===== src/arpc_pkg.sv =====
// Shared types and constants for the ARP cache receive engine.
// Used by arpc_classify, arpc_queue, arpc_engine and the top level.
`default_nettype none

package arpc_pkg;

    localparam int IP_W       = 32;
    localparam int MAC_W      = 48;
    localparam int LEN_W      = 11;
    localparam int OP_W       = 16;
    localparam int IN_DATA_W  = 224;
    localparam int OUT_DATA_W = 176;

    localparam logic [LEN_W-1:0] MIN_FRAME_BYTES = 11'd42;
    localparam logic [OP_W-1:0]  OPCODE_REQUEST  = 16'd1;
    localparam logic [OP_W-1:0]  OPCODE_REPLY    = 16'd2;

    localparam logic FUNC_LOOKUP = 1'b0;
    localparam logic FUNC_FRAME  = 1'b1;

    typedef enum logic [1:0] {
        KIND_LOOKUP,
        KIND_LEARN,
        KIND_NOP
    } cmd_kind_t;

    // One classified transaction, as handed from front to back.
    typedef struct packed {
        cmd_kind_t        kind;
        logic [IP_W-1:0]  ip;       // query address or sender address
        logic [MAC_W-1:0] mac;      // sender hardware address
        logic [MAC_W-1:0] src_mac;  // Ethernet source of the frame
        logic             reply;    // request aimed at this station
    } cmd_t;

endpackage

`default_nettype wire


===== src/arpc_classify.sv =====
// Front-end decode: turns one input transaction into a command for the back end.
// Depends on arpc_pkg.
`default_nettype none

module arpc_classify
    import arpc_pkg::*;
(
    input  wire logic             func,
    input  wire logic [IP_W-1:0]  query_ip,
    input  wire logic [LEN_W-1:0] frame_length,
    input  wire logic [OP_W-1:0]  arp_opcode,
    input  wire logic [IP_W-1:0]  sender_ip,
    input  wire logic [MAC_W-1:0] sender_mac,
    input  wire logic [IP_W-1:0]  target_ip,
    input  wire logic [MAC_W-1:0] eth_source_mac,
    input  wire logic [IP_W-1:0]  own_ip,
    output cmd_t                  cmd
);

    logic long_enough;
    logic is_request;
    logic is_reply;

    assign long_enough = (frame_length >= MIN_FRAME_BYTES);
    assign is_request  = (arp_opcode == OPCODE_REQUEST);
    assign is_reply    = (arp_opcode == OPCODE_REPLY);

    always_comb
    begin
        cmd.ip      = sender_ip;
        cmd.mac     = sender_mac;
        cmd.src_mac = eth_source_mac;
        cmd.reply   = 1'b0;
        cmd.kind    = KIND_NOP;
        if (func == FUNC_LOOKUP)
        begin
            cmd.kind = KIND_LOOKUP;
            cmd.ip   = query_ip;
        end
        else if (long_enough && (is_request || is_reply))
        begin
            cmd.kind  = KIND_LEARN;
            cmd.reply = is_request && (target_ip == own_ip);
        end
    end

endmodule

`default_nettype wire


===== src/arpc_queue.sv =====
// Two-entry command queue between the decode front and the table back end.
// Depends on arpc_pkg.
`default_nettype none

module arpc_queue
    import arpc_pkg::*;
(
    input  wire logic clk,
    input  wire logic rst_n,
    input  wire logic push_valid,
    output logic      push_ready,
    input  wire cmd_t push_cmd,
    output logic      pop_valid,
    input  wire logic pop_ready,
    output cmd_t      pop_cmd
);

    cmd_t       slot_reg [2];
    logic       wr_ptr_reg, wr_ptr_next;
    logic       rd_ptr_reg, rd_ptr_next;
    logic [1:0] count_reg, count_next;
    logic       do_push;
    logic       do_pop;

    assign push_ready = (count_reg != 2'd2);
    assign pop_valid  = (count_reg != 2'd0);
    assign pop_cmd    = slot_reg[rd_ptr_reg];
    assign do_push    = push_valid && push_ready;
    assign do_pop     = pop_valid && pop_ready;

    always_comb
    begin
        wr_ptr_next = do_push ? ~wr_ptr_reg : wr_ptr_reg;
        rd_ptr_next = do_pop ? ~rd_ptr_reg : rd_ptr_reg;
        count_next  = count_reg;
        if (do_push && !do_pop)
        begin
            count_next = count_reg + 2'd1;
        end
        else if (do_pop && !do_push)
        begin
            count_next = count_reg - 2'd1;
        end
    end

    always_ff @(posedge clk or negedge rst_n)
    begin
        if (!rst_n)
        begin
            wr_ptr_reg <= 1'b0;
            rd_ptr_reg <= 1'b0;
            count_reg  <= 2'd0;
        end
        else
        begin
            wr_ptr_reg <= wr_ptr_next;
            rd_ptr_reg <= rd_ptr_next;
            count_reg  <= count_next;
        end
    end

    always_ff @(posedge clk)
    begin
        if (do_push)
        begin
            slot_reg[wr_ptr_reg] <= push_cmd;
        end
    end

endmodule

`default_nettype wire


===== src/arpc_engine.sv =====
// Back end: address table, compare/execute sequencer and result register.
// Depends on arpc_pkg.
`default_nettype none

module arpc_engine
    import arpc_pkg::*;
#(
    parameter int TABLE_ENTRIES = 16
)
(
    input  wire logic              clk,
    input  wire logic              rst_n,
    input  wire logic              cmd_valid,
    output logic                   cmd_ready,
    input  wire cmd_t              cmd,
    output logic                   res_valid,
    input  wire logic              res_ready,
    output logic                   hit,
    output logic [MAC_W-1:0]       found_mac,
    output logic                   send_reply,
    output logic [MAC_W-1:0]       reply_dest_mac,
    output logic [MAC_W-1:0]       reply_target_mac,
    output logic [IP_W-1:0]        reply_target_ip
);

    localparam int IDX_W = (TABLE_ENTRIES > 1) ? $clog2(TABLE_ENTRIES) : 1;

    typedef enum logic {
        ST_CMP,
        ST_EXEC
    } state_t;

    function automatic logic [IDX_W-1:0] first_set(input logic [TABLE_ENTRIES-1:0] vec);
        logic [IDX_W-1:0] idx;
        idx = '0;
        for (int i = TABLE_ENTRIES - 1; i >= 0; i--)
        begin
            if (vec[i])
            begin
                idx = IDX_W'(i);
            end
        end
        return idx;
    endfunction

    state_t                   state_reg;
    cmd_t                     cmd_reg;
    logic [TABLE_ENTRIES-1:0] match_reg;
    logic [TABLE_ENTRIES-1:0] match_next;
    logic [TABLE_ENTRIES-1:0] valid_reg;
    logic [IP_W-1:0]          ip_reg [TABLE_ENTRIES];
    logic [MAC_W-1:0]         mac_mem [TABLE_ENTRIES];
    logic [MAC_W-1:0]         rd_mac_reg;

    logic                     out_valid_reg;
    logic                     out_hit_reg;
    logic                     out_reply_reg;
    logic [MAC_W-1:0]         out_dmac_reg;
    logic [MAC_W-1:0]         out_tmac_reg;
    logic [IP_W-1:0]          out_tip_reg;

    logic                     take_cmd;
    logic                     exec_go;
    logic                     any_match;
    logic                     any_free;
    logic [IDX_W-1:0]         match_idx;
    logic [IDX_W-1:0]         free_idx;
    logic [IDX_W-1:0]         wr_idx;
    logic                     learn;
    logic                     new_entry;

    // Compare the queue head against every valid entry in parallel.
    always_comb
    begin
        for (int i = 0; i < TABLE_ENTRIES; i++)
        begin
            match_next[i] = valid_reg[i] && (ip_reg[i] == cmd.ip);
        end
    end

    assign cmd_ready = (state_reg == ST_CMP);
    assign take_cmd  = cmd_valid && cmd_ready;
    assign exec_go   = (state_reg == ST_EXEC) && (!out_valid_reg || res_ready);

    assign any_match = |match_reg;
    assign any_free  = ~&valid_reg;
    assign match_idx = first_set(match_reg);
    assign free_idx  = first_set(~valid_reg);
    assign learn     = exec_go && (cmd_reg.kind == KIND_LEARN);
    assign new_entry = learn && !any_match;
    // Update in place, else lowest free slot, else evict entry 0.
    assign wr_idx    = any_match ? match_idx : (any_free ? free_idx : '0);

    always_ff @(posedge clk or negedge rst_n)
    begin
        if (!rst_n)
        begin
            state_reg     <= ST_CMP;
            valid_reg     <= '0;
            out_valid_reg <= 1'b0;
            out_hit_reg   <= 1'b0;
            out_reply_reg <= 1'b0;
            out_dmac_reg  <= '0;
            out_tmac_reg  <= '0;
            out_tip_reg   <= '0;
            cmd_reg       <= '0;
            match_reg     <= '0;
        end
        else
        begin
            if (out_valid_reg && res_ready)
            begin
                out_valid_reg <= 1'b0;
            end
            case (state_reg)
                ST_CMP:
                begin
                    if (take_cmd)
                    begin
                        cmd_reg   <= cmd;
                        match_reg <= match_next;
                        state_reg <= ST_EXEC;
                    end
                end
                ST_EXEC:
                begin
                    if (exec_go)
                    begin
                        out_valid_reg <= 1'b1;
                        out_hit_reg   <= (cmd_reg.kind == KIND_LOOKUP) && any_match;
                        out_reply_reg <= cmd_reg.reply;
                        out_dmac_reg  <= cmd_reg.reply ? cmd_reg.src_mac : '0;
                        out_tmac_reg  <= cmd_reg.reply ? cmd_reg.mac : '0;
                        out_tip_reg   <= cmd_reg.reply ? cmd_reg.ip : '0;
                        if (new_entry)
                        begin
                            valid_reg[wr_idx] <= 1'b1;
                        end
                        state_reg <= ST_CMP;
                    end
                end
                default:
                begin
                    state_reg <= ST_CMP;
                end
            endcase
        end
    end

    // Address table: IP words compared in place, MAC words in a memory.
    always_ff @(posedge clk)
    begin
        if (new_entry)
        begin
            ip_reg[wr_idx] <= cmd_reg.ip;
        end
    end

    always_ff @(posedge clk)
    begin
        if (learn)
        begin
            mac_mem[wr_idx] <= cmd_reg.mac;
        end
        if (exec_go)
        begin
            rd_mac_reg <= mac_mem[match_idx];
        end
    end

    assign res_valid        = out_valid_reg;
    assign hit              = out_hit_reg;
    assign found_mac        = out_hit_reg ? rd_mac_reg : '0;
    assign send_reply       = out_reply_reg;
    assign reply_dest_mac   = out_dmac_reg;
    assign reply_target_mac = out_tmac_reg;
    assign reply_target_ip  = out_tip_reg;

endmodule

`default_nettype wire


===== src/arp_cache_receive_engine.sv =====
// Top level of the ARP cache receive engine: ports, own-address register,
// and the decode -> queue -> table engine chain. Depends on arpc_pkg and its modules.
//
//  Port group          Dir   Width  Contents
//  s_tvalid/tready     in    224/1  lookup or received ARP frame (s_tdata, s_tuser)
//  m_tvalid/tready     out   176/2  lookup result and reply request (m_tdata, m_tuser)
//  cfg_valid/ready     in    32     own IPv4 address write
//
// In the table engine each transaction passes a compare state, which checks the
// address against all entries and registers the match vector, then an execute
// state, which updates the table and loads the result register. The next compare
// has to see that update, so no new transaction is taken until execute is done.
// Reset clears all entry valid bits at once; unwritten MAC words are never output.
// A stalled m_tready holds the result; the engine then holds one more transaction and
// the two-entry queue takes two more, after which s_tready drops until m_tready returns.
`default_nettype none

module arp_cache_receive_engine
    import arpc_pkg::*;
#(
    parameter int TABLE_ENTRIES = 16
)
(
    input  wire logic                  clk,
    input  wire logic                  rst_n,
    // Input stream
    input  wire logic                  s_tvalid,
    output logic                       s_tready,
    // [31:0] query_ip, [42:32] frame_length, [58:43] arp_opcode,
    // [90:59] sender_ip, [138:91] sender_mac, [170:139] target_ip,
    // [218:171] eth_source_mac, [223:219] zero
    input  wire logic [IN_DATA_W-1:0]  s_tdata,
    // [0] func
    input  wire logic                  s_tuser,
    // Result stream
    output logic                       m_tvalid,
    input  wire logic                  m_tready,
    // [47:0] found_mac, [95:48] reply_dest_mac, [143:96] reply_target_mac,
    // [175:144] reply_target_ip
    output logic [OUT_DATA_W-1:0]      m_tdata,
    // [0] hit, [1] send_reply
    output logic [1:0]                 m_tuser,
    // Configuration write
    input  wire logic                  cfg_valid,
    output logic                       cfg_ready,
    input  wire logic [IP_W-1:0]       cfg_data
);

    logic [IP_W-1:0]  own_ip_reg;
    cmd_t             front_cmd;
    cmd_t             back_cmd;
    logic             back_valid;
    logic             back_ready;
    logic             hit;
    logic             send_reply;
    logic [MAC_W-1:0] found_mac;
    logic [MAC_W-1:0] reply_dest_mac;
    logic [MAC_W-1:0] reply_target_mac;
    logic [IP_W-1:0]  reply_target_ip;

    // Register writes are always taken.
    assign cfg_ready = 1'b1;

    always_ff @(posedge clk or negedge rst_n)
    begin
        if (!rst_n)
        begin
            own_ip_reg <= '0;
        end
        else if (cfg_valid && cfg_ready)
        begin
            own_ip_reg <= cfg_data;
        end
    end

    // Front: decode the transaction into a table command.
    arpc_classify u_classify (
        .func           (s_tuser),
        .query_ip       (s_tdata[31:0]),
        .frame_length   (s_tdata[42:32]),
        .arp_opcode     (s_tdata[58:43]),
        .sender_ip      (s_tdata[90:59]),
        .sender_mac     (s_tdata[138:91]),
        .target_ip      (s_tdata[170:139]),
        .eth_source_mac (s_tdata[218:171]),
        .own_ip         (own_ip_reg),
        .cmd            (front_cmd)
    );

    // Decouple intake from the table engine.
    arpc_queue u_queue (
        .clk        (clk),
        .rst_n      (rst_n),
        .push_valid (s_tvalid),
        .push_ready (s_tready),
        .push_cmd   (front_cmd),
        .pop_valid  (back_valid),
        .pop_ready  (back_ready),
        .pop_cmd    (back_cmd)
    );

    // Back: compare, learn, and hold the result until taken.
    arpc_engine #(
        .TABLE_ENTRIES (TABLE_ENTRIES)
    ) u_engine (
        .clk              (clk),
        .rst_n            (rst_n),
        .cmd_valid        (back_valid),
        .cmd_ready        (back_ready),
        .cmd              (back_cmd),
        .res_valid        (m_tvalid),
        .res_ready        (m_tready),
        .hit              (hit),
        .found_mac        (found_mac),
        .send_reply       (send_reply),
        .reply_dest_mac   (reply_dest_mac),
        .reply_target_mac (reply_target_mac),
        .reply_target_ip  (reply_target_ip)
    );

    assign m_tdata = {reply_target_ip, reply_target_mac, reply_dest_mac, found_mac};
    assign m_tuser = {send_reply, hit};

endmodule

`default_nettype wire

===== config.mk =====
export PLATFORM = sky130hd
export DESIGN_NAME = arp_cache_receive_engine
export DESIGN_NICKNAME = d
export VERILOG_FILES = /design/src/arpc_pkg.sv /design/src/arpc_classify.sv /design/src/arpc_queue.sv /design/src/arpc_engine.sv /design/src/arp_cache_receive_engine.sv
export SDC_FILE = /design/constraint.sdc
export NUM_CORES = 2
export LEC_CHECK = 0
export ABC_AREA = 1
export BUFFER_PORTS_ARGS = -buffer_cell sky130_fd_sc_hd__buf_2
export CAP_MARGIN = 0
export CELL_PAD_IN_SITES_DETAIL_PLACEMENT = 0
export CELL_PAD_IN_SITES_GLOBAL_PLACEMENT = 1
export CORE_ASPECT_RATIO = 1.25
export CORE_MARGIN = 1
export CORE_UTILIZATION = 35
export CTS_CLUSTER_SIZE = 28
export DETAILED_ROUTE_END_ITERATION = 8
export HOLD_SLACK_MARGIN = 0.03
export PLACE_DENSITY_LB_ADDON = 0.1
export SETUP_SLACK_MARGIN = 0.3
export SLEW_MARGIN = 20
export SYNTH_ARGS = -nofsm -noshare
export SYNTH_HDL_FRONTEND = slang
export SYNTH_SLANG_ARGS = --single-unit

===== constraint.sdc =====
create_clock -name clk -period 9.65 [get_ports clk]
set_input_delay 0.4825 -clock clk [delete_from_list [all_inputs] [get_ports clk]]
set_output_delay 0.4825 -clock clk [all_outputs]
set_load 0.005 [all_outputs]

Word-level counts from Yosys, hierarchy flattened
Memory sizes are Yosys's and may differ from the RTL's. A register that Yosys moved wholly into a read port is not among the register bits. Index checks and enable logic that the tools add are counted.

Bits in registers: 331. RAM bits: 1542. Input bits: 262. Memories kept: 3.

Add/sub/neg operators: 2. Magnitude comparators: 3. Equal/unequal tests: 21. Muxes and demuxes: 59. Bitwise operators: 5. Reductions and logical operators: 42.

Memories: u_engine.mac_mem (words 16, width 48, rd ports 1, clocked after Yosys merged registers in 1, wr ports 1, line arpc_engine.sv:52) `logic [MAC_W-1:0] mac_mem [TABLE_ENTRIES];`; u_engine.ip_reg (words 16, width 32, rd ports 16, clocked after Yosys merged registers in 0, wr ports 1, line arpc_engine.sv:51) `logic [IP_W-1:0] ip_reg [TABLE_ENTRIES];`; u_queue.slot_reg (words 2, width 131, rd ports 1, clocked after Yosys merged registers in 0, wr ports 1, line arpc_queue.sv:18) `cmd_t slot_reg [2];`.

Operator list (count): 32-bit == test (17); 48-bit two-way mux (3); 4-bit two-way mux (34); 32-bit two-way mux (2); 1-bit logical AND (28); 16-bit by 1-bit == test with 1-bit output, second input constant (1); 16-bit by 2-bit == test with 1-bit output, second input constant (1); 16-bit inverter (1); 16-bit bitwise OR (1); 16-bit AND reduction (1); 16-bit OR reduction (1); 1-bit two-way mux (14); 11-bit by 6-bit greater-or-equal comparator with 1-bit output, second input constant (1); 2-bit two-way mux (4); 4-bit by 5-bit < comparator with 1-bit output, second input constant (1); 1-bit demux with 4-bit select (1); 4-bit by 1-bit greater-or-equal comparator with 1-bit output, second input constant (1); 1-bit zero test (4); 2-bit AND reduction (2); 2-bit nonzero test (2); 1-bit inverter (3); 3-bit AND reduction (1); 2-bit by 1-bit adder with 2-bit output, second input constant (1); 2-bit by 1-bit == test with 1-bit output, second input constant (1); 5 further kinds (6).

Logic depth before layout (Yosys ltp)
Word-level depth: 24. Gate-level depth with buffers: 24. Gate-level depth less buffers: 22.

Cells and area by module
A second synthesis with hierarchy kept.

Cell total of the unflattened synthesis: 7326. Area, all modules: 81645.8 sq um.

Modules (own cells, without submodules): arpc_engine (times used 1, cells each 6098, area an instance 68679.6 sq um); arpc_queue (times used 1, cells each 713, area an instance 9789.4 sq um); arpc_classify (times used 1, cells each 375, area an instance 1858.0 sq um); arp_cache_receive_engine (times used 1, cells each 140, area an instance 1318.8 sq um).

Least setup slack after synthesis
No wires, ideal clock.

Path kind: register -> register. Start point: register u_queue.count_reg[0]. End point: memory u_queue.slot_reg[1][0] (netlist name) (enable). Setup time: 0.624 ns. Arrival: 6.064 ns. Required time: 9.026 ns. Setup slack: 2.962 ns. Stages on the path, launching flop included: 5. Buffers on the path: 0. Path through: dfrtp_1 inv_1 nand2_1 nand2_1 nor2_1.

Longest elaborated chain between the ends: 4.

Ends and longest elaborated chain: from (decl) (line arpc_queue.sv:21) `logic [1:0] count_reg, count_next;`; from (signal assigned) (line arpc_queue.sv:58) `count_reg <= count_next;`; 2-bit != test (line arpc_queue.sv:25) `assign push_ready = (count_reg != 2'd2);`; net s_tready (line arp_cache_receive_engine.sv:28) `output logic s_tready,`; 1-bit logical AND (line arpc_queue.sv:28) `assign do_push = push_valid && push_ready;`; 1-bit two-way mux (line arpc_queue.sv:64) `if (do_push)`; 1-bit two-way mux (implied by the code) (line arpc_queue.sv:66) `slot_reg[wr_ptr_reg] <= push_cmd;`; to (decl) (line arpc_queue.sv:18).

The timed path passes the listed nets, and every way through them passes these cells.

Worst setup path after layout
Start point: register u_engine.match_reg[15]. End point: register u_engine.rd_mac_reg[22], read port of u_engine.mac_mem (data pin).

Longest elaborated chain between the ends: 16.

Ends and longest elaborated chain: from (decl) (line arpc_engine.sv:48) `logic [TABLE_ENTRIES-1:0] match_reg;`; from (signal assigned) (line arpc_engine.sv:121) `match_reg <= match_next;`; 4-bit two-way mux (16 in series) (line arpc_engine.sv:38) `if (vec[i])`; to (decl) (line arpc_engine.sv:53) `logic [MAC_W-1:0] rd_mac_reg;`.

Every way passes these cells. A chain may end at the register's enable or synchronous reset.

==> metrics.cfg <==
[worst_hold_path]
holdPathEnd = u_queue.slot_reg[0][116]
hp-class = input port to flip-flop
min_path_cells = 3
hold_start = s_tdata[19]

[timing]
post-route-period-util = 0.5140
max_freq_ghz = 0.2016
setup_viol = 0
worstMarginPinSlew_ps = 1213
tns_ps = 0
skew_ps = 43.22
fin_ws_ps = 4690
grt_setup_unrepaired = false
slew_viol_final = 0
max_slew_margin = 0.1914
holdWs_ps = 66.07
period_needed_ps = 4960
hold_viol_final = 0

[critical_path]
path_cells = nand2_1 > nand2_1 > nand2_1 > nand2_1 > nand2_1 > nand2_1 > nand2_1 > nand2_1 > nand2_1 > nand2_1 > nand2_1 > nand2_1 > nand2_1 > nand2_8 > nand2_4 > buf_4 > buf_4 > nand2_1 > nand3_1 > nand3_1 > nand3_1 > nand2_1
rrSetupSlack_ps = 4690
reg2reg_from = u_engine.match_reg[15]
path_common_cell = nand2_1
path_class = flip-flop to flip-flop
crit_fanout = 85
slowest_stage = buf_4
crit_path_end_kind = flip-flop
critPathArrivalTime_ps = 5560
start_kind = flip-flop
reg2regPathDepth = 22
reg2reg_to = u_engine.rd_mac_reg[22]
critical-path-max-stage-delay_ps = 940
cp.required_ps = 10250

[routing]
first_iter_violations = 3870
drc = 0
num_vias = 52970
wl_per_cell_um = 24.65
drtPass1Iterations = 5
routed_wl_um = 260100
drtAntennaViolNets = 0
routed_via_density = 5.021

[synth]
avgSynthCellArea_um2 = 11.60
synth_area_mm2 = 0.07934
yosysUniqueCellTypes = 55
ys_ff_latch = 1921
mappedNetlistNets = 7102
ys_seq_area_frac = 0.7062
netlist_instances = 6839
yosysWarnings = 0
synth_edf_count = 1590
synth-main-ff-cell = edfxtp_1
async_reset_ff_frac = 0.1723

[cells_and_area]
largest_reg_flops = 768
nets = 7675
fillCellCount = 21390
layout-drive-gt1-share = 0.1352
postLayoutCoreUtil = 0.4147
area_growth_pct = 17.84

[grt]
globalRouteTotalUtil = 0.2236
overflow = 0
first_global_vias = 52100
antenna_found_initial = 23
grt_first_pass_wirelength_um = 373600
grt_max_degree = 167

[floorplanning]
initial_core_util = 0.3519
coreArea_mm2 = 0.2254
ioPinCount = 443
die_x_um = 427.9
dieArea_mm2 = 0.2286
rows = 195
die_y_um = 534.3

[outcome]
outcome = complete, no violations

[clock_network]
cts_resized = 0
clock_latency_ps = 870
cts_sinks = 1921
clkTransAtPathRegs_ps = 70
cts_tree = done
cts_buffers = 208
cts_root_buf = clkbuf_16
cts_max_level = 4
cts.path.max_buffers = 4

[flow_run]
maxCapViolations = 0

[placement]
port_buffers = 435
pre_cts_slack_ps = 4628
place.gp.congestion = 0.8095
dp_hpwl_um = 147200

[pwr]
power.density_mw_per_mm2 = 275.2
peakVddDrop_uv = 166.4
power.total_w = 0.02573
p_leak_nw = 37.21

## placed cells by master, fill, tap and decap left out, types with 187 or more instances in the layout
cell type / n
buf_2: 434
clkbuf_16: 211
dfrtp_1: 328
dlygate4sd3_1: 187
edfxtp_1: 1590
inv_1: 543
nand2_1: 1630
nand3_1: 1014
nor2_1: 208
o21ai_0: 310
## power breakdown
| part | switching, W | internal (W) |
|---|---|---|
| logic | 0.00415 | 0.00155 |
| clock network | 0.00332 | 0.00461 |
| registers | 0.00125 | 0.0109 |
| total | 0.00872 | 0.0170 |
## worst max path at each step
stage | start | end | slack, ps | depth (start not counted)
2_1_floorplan | u_queue.count_reg[0] | u_queue.slot_reg[1][0] | 2960 | 4
3_3_place_gp | u_engine.match_reg[15] | u_engine.rd_mac_reg[19] | 4590 | 22
3_5_place_dp | u_engine.match_reg[0] | u_engine.mac_mem[9][33] | 4630 | 10
4_1_cts | u_engine.match_reg[15] | u_engine.rd_mac_reg[19] | 4600 | 22
5_1_grt | u_engine.match_reg[15] | u_engine.rd_mac_reg[19] | 4300 | 22
6_report | u_engine.match_reg[15] | u_engine.rd_mac_reg[22] | 4690 | 22
## critical path: cells and delay by family, from the launching register on
kind | cells | cell delay (ps)
simple gates | 20 | 2400
buf+inv | 2 | 1650
flops | 1 | 450
## cell families after synthesis
kind of cell / after synthesis / synth area share
flip-flops: 1921 / 0.7062
multiplexers: 32 / 0.004573
AND/OR/NAND/NOR: 3088 / 0.1685
other: 1 / 0.00004727
XOR/XNOR: 264 / 0.02914
buffers and inverters: 957 / 0.04785
adder cells (fa/ha/maj): 1 / 0.0001577
AO/OA/AOI/OAI: 575 / 0.04357
## synthesized netlist by cell type, types with 2 or more instances
master | instances | area, um2
o22ai_1 | 38 | 237.7
or2_0 | 2 | 12.51
a221oi_1 | 18 | 157.7
edfxtp_1 | 1590 | 47750
nand2_1 | 1633 | 6130
o2111ai_1 | 8 | 70.07
a31oi_1 | 102 | 638.1
dfrtp_1 | 331 | 8283
o41ai_2 | 6 | 97.59
or2_2 | 51 | 319.1
buf_4 | 11 | 82.58
inv_1 | 548 | 2057
o21ai_0 | 311 | 1556
nor4_1 | 52 | 325.3
nor2_1 | 229 | 859.6
clkbuf_1 | 260 | 975.9
nand3_1 | 1015 | 5080
xor2_1 | 148 | 1296
or2_1 | 6 | 37.54
nor3_1 | 30 | 150.1
buf_1 | 35 | 131.4
inv_2 | 5 | 18.77
a21oi_1 | 14 | 70.07
a2111oi_0 | 7 | 61.31
a211o_1 | 13 | 113.9
buf_2 | 88 | 440.4
o41ai_1 | 2 | 17.52
xnor2_1 | 116 | 1016
and3_1 | 2 | 12.51
a211oi_1 | 45 | 337.8
buf_6 | 7 | 78.83
and2_1 | 5 | 31.28
mux2_2 | 31 | 349.1
nand3b_1 | 2 | 15.01
clkinv_1 | 3 | 11.26
nand2_2 | 8 | 50.05
nand4_1 | 46 | 287.8
or4_1 | 4 | 30.03
## timing repair
item                                   CTS  global route
setup buffers                            0             0
setup endpoints to repair                0             0
endpoints found under the hold margin  333             0
hold buffers                           187             0
## routing by layer
metal / routed length, um / global-route usage / part of all wire / vias up
li1: - / - / - / 24770
met1: 108900 / 0.2837 / 0.42 / 26500
met2: 132900 / 0.4024 / 0.51 / 1369
met3: 11430 / 0.02517 / 0.044 / 334
met4: 6799 / 0.06054 / 0.026 / 2
met5: 17 / 0 / 0.000065 / -
## final cells by class
type                    count  area [um2]  area share
well taps                2955        3697     0.03955
clock inverters            81       812.0    0.008685
inverters                 556        2118     0.02266
clock buffers             300        5854     0.06262
multi-input cells        3961       19760      0.2113
repair buffers            764        5187     0.05548
flip-flops and latches   1921       56040      0.5994
diodes                     12       30.03   0.0003212
## through the flow
step           area, um2  cells
6_report           93490  10550
5_1_grt            93480  10550
4_1_cts            93440  10540
3_5_place_dp       84910   9969
3_3_place_gp       84900   9969
2_1_floorplan      79340   6839
Power figures use the tool's default switching activity.
